$ cat config.mk
export PLATFORM = sky130hd
export DESIGN_NAME = gfrep_ctrl
export DESIGN_NICKNAME = d
export VERILOG_FILES = /design/src/rtl/core/gfrep_pkg.sv /design/src/rtl/core/gfrep_ctrl.sv
export SDC_FILE = /design/constraint.sdc
export NUM_CORES = 1
export LEC_CHECK = 0
export ABC_AREA = 1
export BUFFER_PORTS_ARGS = -buffer_cell sky130_fd_sc_hd__buf_4
export CORE_AREA = 2 2 39 41
export DETAILED_ROUTE_END_ITERATION = 10
export DIE_AREA = 0 0 41 43
export PLACE_DENSITY = 0.32
export RECOVER_POWER = 25
export SKIP_CTS_REPAIR_TIMING = 1
export SYNTH_ARGS = -nofsm -noshare
export SYNTH_HDL_FRONTEND = slang
export SYNTH_SLANG_ARGS = --single-unit
$ cat constraint.sdc
create_clock -name clk -period 0.9 [get_ports clk]
set_input_delay 0.135 -clock clk [delete_from_list [all_inputs] [get_ports clk]]
set_output_delay 0.135 -clock clk [all_outputs]
set_load 0.02 [all_outputs]
$ cat src/rtl/core/gfrep_pkg.sv
// Shared types, constants and GF(256) helpers for the erasure repair encoder.
package gfrep_pkg;

    localparam int MAX_REPAIRS     = 16;
    localparam int MAX_BLOCK_BYTES = 1024;
    localparam int REP_W           = 4;
    localparam int OFF_W           = 10;
    localparam int ACC_DEPTH       = MAX_REPAIRS * MAX_BLOCK_BYTES;
    localparam int ACC_AW          = $clog2(ACC_DEPTH);

    // Configuration register indexes.
    localparam logic [1:0] CFG_SOURCE_COUNT = 2'd0;
    localparam logic [1:0] CFG_REPAIR_COUNT = 2'd1;
    localparam logic [1:0] CFG_BLOCK_BYTES  = 2'd2;

    localparam logic [7:0] FIELD_POLY_LOW = 8'h1D;
    localparam logic [7:0] GROUP_LAST     = 8'd254;

    typedef struct packed {
        logic [7:0] source_index;
        logic [9:0] byte_offset;
        logic [7:0] data_byte;
    } in_t;

    typedef struct packed {
        logic [3:0] repair_index;
        logic [9:0] out_offset;
        logic [7:0] repair_byte;
        logic       last_of_run;
    } out_t;

    // Controller to datapath commands.
    typedef struct packed {
        logic load;
        logic rd;
        logic wr;
        logic out_load;
        logic step;
    } cmd_t;

    // Datapath to controller status.
    typedef struct packed {
        logic ignore;
        logic j_last;
        logic last_src;
    } status_t;

    typedef logic [7:0] exp_tab_t [0:255];

    // Powers of alpha = 2, built at elaboration.
    function automatic exp_tab_t build_exp();
        exp_tab_t   t;
        logic [7:0] x;
        x = 8'd1;
        for (int i = 0; i < 256; i++) begin
            t[i] = x;
            x = {x[6:0], 1'b0} ^ (x[7] ? FIELD_POLY_LOW : 8'd0);
        end
        return t;
    endfunction

    localparam exp_tab_t ALPHA_EXP = build_exp();

    // Shift-and-add multiply in GF(256), polynomial 0x11D.
    function automatic logic [7:0] gf_mul(logic [7:0] a, logic [7:0] b);
        logic [7:0] x;
        logic [7:0] r;
        x = a;
        r = 8'd0;
        for (int i = 0; i < 8; i++) begin
            if (b[i]) r = r ^ x;
            x = {x[6:0], 1'b0} ^ (x[7] ? FIELD_POLY_LOW : 8'd0);
        end
        return r;
    endfunction

endpackage

$ cat src/rtl/core/gfrep_ctrl.sv
// Controller: sequences the read, update and emit steps for each repair.
module gfrep_ctrl
    import gfrep_pkg::*;
(
    input  logic    clk,
    input  logic    rst_n,
    input  logic    in_valid,
    output logic    in_ready,
    output logic    out_valid,
    input  logic    out_ready,
    input  status_t status,
    output cmd_t    cmd
);

    localparam logic [1:0] ST_IDLE  = 2'd0;
    localparam logic [1:0] ST_READ  = 2'd1;
    localparam logic [1:0] ST_WRITE = 2'd2;
    localparam logic [1:0] ST_EMIT  = 2'd3;

    logic [1:0] state_reg;
    logic [1:0] state_next;

    always_ff @(posedge clk or negedge rst_n)
    begin
        if (!rst_n)
        begin
            state_reg <= ST_IDLE;
        end
        else
        begin
            state_reg <= state_next;
        end
    end

    assign in_ready  = (state_reg == ST_IDLE);
    assign out_valid = (state_reg == ST_EMIT);

    // Next state and commands.
    always_comb
    begin
        state_next = state_reg;
        cmd        = '0;
        unique case (state_reg)
            ST_IDLE:
            begin
                if (in_valid && !status.ignore)
                begin
                    cmd.load   = 1'b1;
                    state_next = ST_READ;
                end
            end
            ST_READ:
            begin
                cmd.rd     = 1'b1;
                state_next = ST_WRITE;
            end
            ST_WRITE:
            begin
                cmd.wr = 1'b1;
                if (status.last_src)
                begin
                    cmd.out_load = 1'b1;
                    state_next   = ST_EMIT;
                end
                else if (status.j_last)
                begin
                    state_next = ST_IDLE;
                end
                else
                begin
                    cmd.step   = 1'b1;
                    state_next = ST_READ;
                end
            end
            ST_EMIT:
            begin
                if (out_ready)
                begin
                    if (status.j_last)
                    begin
                        state_next = ST_IDLE;
                    end
                    else
                    begin
                        cmd.step   = 1'b1;
                        state_next = ST_READ;
                    end
                end
            end
            default:
            begin
                state_next = ST_IDLE;
            end
        endcase
    end

endmodule

==> metrics.txt, run 1 <==
status=finished, violations left; violated checks=negative setup slack; CP required=760 ps; Crit Path Category=reg2out; Worst Tran Pin Value=182 ps; post-route DRC violation count=0; vias per std cell=3.38; switching power=572 uW; max FFs per register=2; die width=a little over 40 microns; Syn. warnings=0; Internal=697 uW; vias in the first global route=approximately 180; Tcrit/Tclk final=134%; post-synth cell types=8; min Tclk post-route=1210 ps; clock skew=5.16 ps; maximum buffer depth of the clock tree=2; sequential element share of the synthesized area=31.7%; number of antenna violations at the first check in global routing=0; clock slew seen by the registers of the worst setup and hold paths=30 ps; syn nets=35; crit-path cells=nor2_4, and2_4, buf_6; Max Cap Violations=0; starting density of the core=11.4%; Antenna diodes=0; Detailed Route Iter0 Violations=0; largest net degree at the start of global routing=7; Mapped Area=about 160 sq um; DP Cell Count=58; Detail Route Antenna Nets=0; die height=43 microns; Rel. slew slack=87.8%; Peak VDD IR=1.60 mV; via count=between 200 and 250; H-tree depth reported by CTS=1; FP Rows=14; Final Max Tran Viols=0; Syn Area/Cell=5.63 sq um; worst reg2reg path depth=4; sw frac=45.1%; endpoints failing setup=7; Setup crit end=cmd[4]; worst r2r src=state_reg[1]$_DFFE_PN0P_; commonest non-fill, non-tap cells in the layout=buf_4 (9), inv_1 (6), nand2_1 (5), buf_6 (5); commonest non-fill, non-tap cell in the layout=buf_4; Clock power frac=17.7%; PortBufs=13; Crit path buffers/inverters=1; Sink Count=2; RSZ-0062 raised after global routing=true; CP Max Fanout=5; Flop pwr share=21.2%; Ports=14; total CTS buffers=3; Comb pwr share=approximately three fifths; first-pass GRT wire length=655 microns; startpoint types=flop; worst skew pair latency=between 200 and 250 ps; f_max=between 0.8 and 0.9 GHz; Synth Register Bits=2; GPL Wtd Cong=0.603; endpoints failing hold=0; routed wire length=475 microns; area post-placement=299 sq um; Worst setup startpoint=state_reg[1]$_DFFE_PN0P_; worst setup margin=-310 ps; CP max stage cell=dfrtp_2; Final Non-Filler Cells=64; DR pass1 iterations=1; Core ar.=1380 sq um; Filler cells=171; RR Endpoint=state_reg[0]$_DFFE_PN0P_; Net count, final=56; R2R setup slack=10 ps; area delta synth->final=138%; delay-heaviest family, CP=flip-flops; Min Hold Slack=about 230 ps; layout cell share with drive strength beyond 1=60.4%; total track usage=5.92%; Final HPWL DP=378 microns; CP Depth=3; Worst path max stage delay=460 ps; clock root buffer master=clkbuf_4; worst min path class=in2async; Critical Path End Type=output port; Congestion Overflow GR=0; CTS tree=yes; die area=around 1800 sq um; wire length per cell=7.42 microns; P per Cell Area=3380 nW/um^2; Final Cell Area=375 sq um; Cells after Synth=28; Leak=0.212 nW; CP arrival=1070 ps
==> logic make-up after synthesis <==
logic type / share of synthesized area, %
AOI/OAI and AO/OA: 3.17
and+or+nand+nor: 46.0
buffers and inverters: 19.0
DFF: 31.7
==> Yosys cell counts <==
cell	instances	area, sq um
inv_1	8	30.0
dfrtp_1	2	50.1
nor2_2	1	6.26
nand3_1	2	10.0
and2_2	1	7.51
nor2_1	5	18.8
nand2_1	8	30.0
a21oi_1	1	5.00
==> power by group through the flow <==
stage          logic [mW]  clock network [mW]  registers, mW
2_1_floorplan       0.384                   0          0.228
3_3_place_gp        0.650                   0          0.245
3_5_place_dp        0.651                   0          0.249
4_1_cts             0.652               0.243          0.247
5_1_grt             0.856               0.262          0.276
6_report            0.775               0.225          0.269
==> routing by layer <==
metal  part of all wire (%)  vias to the layer above  GRT usage (%)
li1                       -                      118              -
met3                    8.0                        0              0
met5                      0                        -              0
met4                      0                        0           8.00
met1                     41                       90           6.43
met2                     51                        8           8.44
==> cell type report <==
type,count,area (sq um),share of cell area (%)
clock buffers,4,26.3,7.00
repair buffers,16,138,36.7
inverters,8,32.5,8.67
well taps,16,20.0,5.33
multi-input cells,18,106,28.3
flip-flops and latches,2,52.6,14.0
==> through the flow <==
stage          TNS (ps)  utilization [%]  setup WS [ps]  power (mW)
2_1_floorplan      -189                -           -106       0.612
3_3_place_gp       -312             21.6           -119       0.895
3_5_place_dp       -375             21.6           -146       0.900
4_1_cts           -2050             23.5           -395        1.14
5_1_grt           -2300             27.1           -359        1.39
6_report          -1810             27.1           -310        1.27
==> how the worst min path moves through the flow <==
stage,cells after the start,startpoint,to,slack [ps]
2_1_floorplan,0,rst_n,state_reg[0]$_DFFE_PN0P_,-160
3_3_place_gp,1,rst_n,state_reg[1]$_DFFE_PN0P_,-80
3_5_place_dp,1,rst_n,state_reg[1]$_DFFE_PN0P_,-80
4_1_cts,1,rst_n,state_reg[0]$_DFFE_PN0P_,-330
5_1_grt,2,rst_n,state_reg[0]$_DFFE_PN0P_,200
6_report,2,rst_n,state_reg[0]$_DFFE_PN0P_,230
(Power assumes the default switching activity.)
==> run 2: changes to the inputs <==
--- a/constraint.sdc
+++ b/constraint.sdc
@@ -3,2 +3,2 @@
 set_output_delay 0.135 -clock clk [all_outputs]
-set_load 0.02 [all_outputs]
+set_load 0.01 [all_outputs]
==> run 2 against run 1 <==
Against the previous run: the flow still finishes with violations (negative setup slack); via count is 6.0% higher; largest cell class unchanged; critical path type unchanged; global-route usage is 0.29 points higher; register-to-register slack worse by 40 ps; non-clock buffer count up 1; cell area is 5.3% lower; maximum frequency up 2.5%; sequential power is 11% lower.
==> metrics.txt, run 2 (synthesis gave the netlist of run 1 again) <==
endpoints failing hold=0 (unchanged); clock slew seen by the registers of the worst setup and hold paths=30 ps (about the same); routed wire length=448 microns (-5.7%); switching power=437 uW (-24%); area delta synth->final=125%; delay-heaviest family, CP=flip-flops; die height=43 microns (unchanged); via count=229 (+6.0%); Ports=14 (unchanged); Sink Count=2 (unchanged); CP arrival=1050 ps (-20 ps); worst min path class=in2async; setup TNS=-1680 ps (+132 ps); Flop pwr share=21.9% (+0.7 points); wire length per cell=7.00 microns (-5.7%); status=finished, violations left; P per Cell Area=3090 nW/um^2 (-8.8%); FP Rows=14 (unchanged); Worst path max stage delay=450 ps (about the same); clock skew=2.45 ps (-2.71 ps); violated checks=negative setup slack; met1 Usage GRT=7.35% (+0.92 points); vias per std cell=3.58 (+6.0%); CTS tree=yes; Final Cell Area=355 sq um (-5.3%); Global Route met2 Usage=8.44% (unchanged); Detailed Route Iter0 Violations=1 (+1); Critical Path End Type=output port; CP max stage cell=dfrtp_2; first-pass GRT wire length=738 microns (+13%); number of antenna violations at the first check in global routing=0 (unchanged); PortBufs=13 (unchanged); Final HPWL DP=362 microns (-4.2%); total track usage=6.21% (+0.29 points); H-tree depth reported by CTS=1 (unchanged); Pwr Total=1.10 mW (-14%); min Tclk post-route=1180 ps (-29.5 ps); area post-placement=285 sq um (-4.6%); Internal=660 uW (-5.4%); Worst Tran Pin Value=164 ps (-18.0 ps); die width=41 microns (unchanged); crit-path cells=nor2_4, and2_4, buf_6; Clock power frac=18.0% (+0.3 points); clock root buffer master=clkbuf_4; post-route DRC violation count=0 (unchanged); Net count, final=57 (+1.8%); endpoints failing setup=9 (+2); Congestion Overflow GR=0 (unchanged); layout cell share with drive strength beyond 1=56.3% (-4.2 points); DR pass1 iterations=2 (+1); R2R setup slack=-30 ps (-40 ps); worst skew pair latency=220 ps (about the same); CP required=760 ps (about the same); total CTS buffers=3 (unchanged); startpoint types=flop; Crit path buffers/inverters=1 (unchanged); die area=1760 sq um (unchanged); Leak=0.212 nW (-0.11%); CP Max Fanout=6 (+1); largest net degree at the start of global routing=7 (unchanged); busiest grt layer=met2; RSZ-0062 raised after global routing=true; vias in the first global route=198 (+11%); Rel. slew slack=89.0% (+1.2 points); commonest non-fill, non-tap cell in the layout=buf_4; worst setup margin=-280 ps (+29.5 ps); Filler cells=168 (-1.8%); max FFs per register=2 (unchanged); starting density of the core=11.4% (unchanged); f_max=0.847 GHz (+2.5%); maximum buffer depth of the clock tree=2 (unchanged); Crit Path Category=reg2out; GPL Wtd Cong=0.575 (-4.5%); Tcrit/Tclk final=131% (-3.3 points); Core ar.=1380 sq um (unchanged); commonest non-fill, non-tap cells in the layout=buf_4 (13), nand2_1 (8), inv_1 (5); Max Cap Violations=0 (unchanged); Peak VDD IR=1.10 mV (-31%); met3 usage=4.71% (+4.7 points); Final Max Tran Viols=0 (unchanged); Comb pwr share=60.1% (-1.0 points); Antenna diodes=0 (unchanged); Detail Route Antenna Nets=0 (unchanged); sw frac=39.8% (-5.2 points)
==> run 2: changes by cell type in the layout (fill, tap and decap cells not counted) <==
cell,previous run,this run
nor2_2,1,0
nor2_1,3,4
inv_2,1,3
inv_1,6,5
nand2_2,3,0
clkbuf_1,2,1
inv_4,1,0
buf_4,9,13
nand2_1,5,8
buf_6,5,2
==> run 2: power groups by stage <==
| stage | registers, mW | clock network [mW] | logic (mW) |
|---|---|---|---|
| after global routing | 0.249 | 0.214 | 0.738 |
| after global placement | 0.211 | 0 | 0.529 |
| after floorplan | 0.196 | 0 | 0.259 |
| after detailed placement | 0.211 | 0 | 0.524 |
| after CTS | 0.210 | 0.210 | 0.528 |
| final | 0.240 | 0.197 | 0.659 |
==> run 2: worst reg2reg max path: cells and delay by family (launching register included) <==
family | cells | cell delay, ps
simple gates | 2 | 120
compound gates | 1 | 130
flops | 1 | 440
buf+inv | 1 | 120
==> run 2: area by class of cell <==
cell class | count | area (sq um) | area share, %
tap | 16 | 20.0 | 5.63
timing repair buffer | 17 | 134 | 37.7
inverter | 8 | 30.0 | 8.45
clock buffer | 3 | 22.5 | 6.34
sequential | 2 | 52.6 | 14.8
multi-input combinational | 18 | 96.3 | 27.1
==> run 2: per-stage QoR <==
stage	std cells	utilization [%]	hold slack, ps	setup slack, ps
after floorplan	28	-	-161	-11.5
after global placement	58	20.6	-80.4	-73.7
after detailed placement	58	20.6	-80.2	-62.2
after CTS	61	22.2	-321	-304
after global routing	64	25.7	252	-324
final	64	25.7	229	-280
==> run 2: worst paths after layout <==
kind                                          startpoint                        to  cells after the start
worst max-delay path            state_reg[0]$_DFFE_PN0P_                    cmd[4]                      3
worst min-delay path                               rst_n  state_reg[0]$_DFFE_PN0P_                      2
worst max register to register  state_reg[0]$_DFFE_PN0P_  state_reg[0]$_DFFE_PN0P_                      4
worst min register to register  state_reg[0]$_DFFE_PN0P_  state_reg[1]$_DFFE_PN0P_                      2
max in group asynchronous                          rst_n  state_reg[1]$_DFFE_PN0P_                      2
min in group clk                               status[2]  state_reg[0]$_DFFE_PN0P_                      4
==> run 2: routing by layer <==
layer	vias to the layer above	wire length, microns
met1	99	217
met4	0	0
met5	-	0
met3	0	49
met2	9	181
li1	121	-
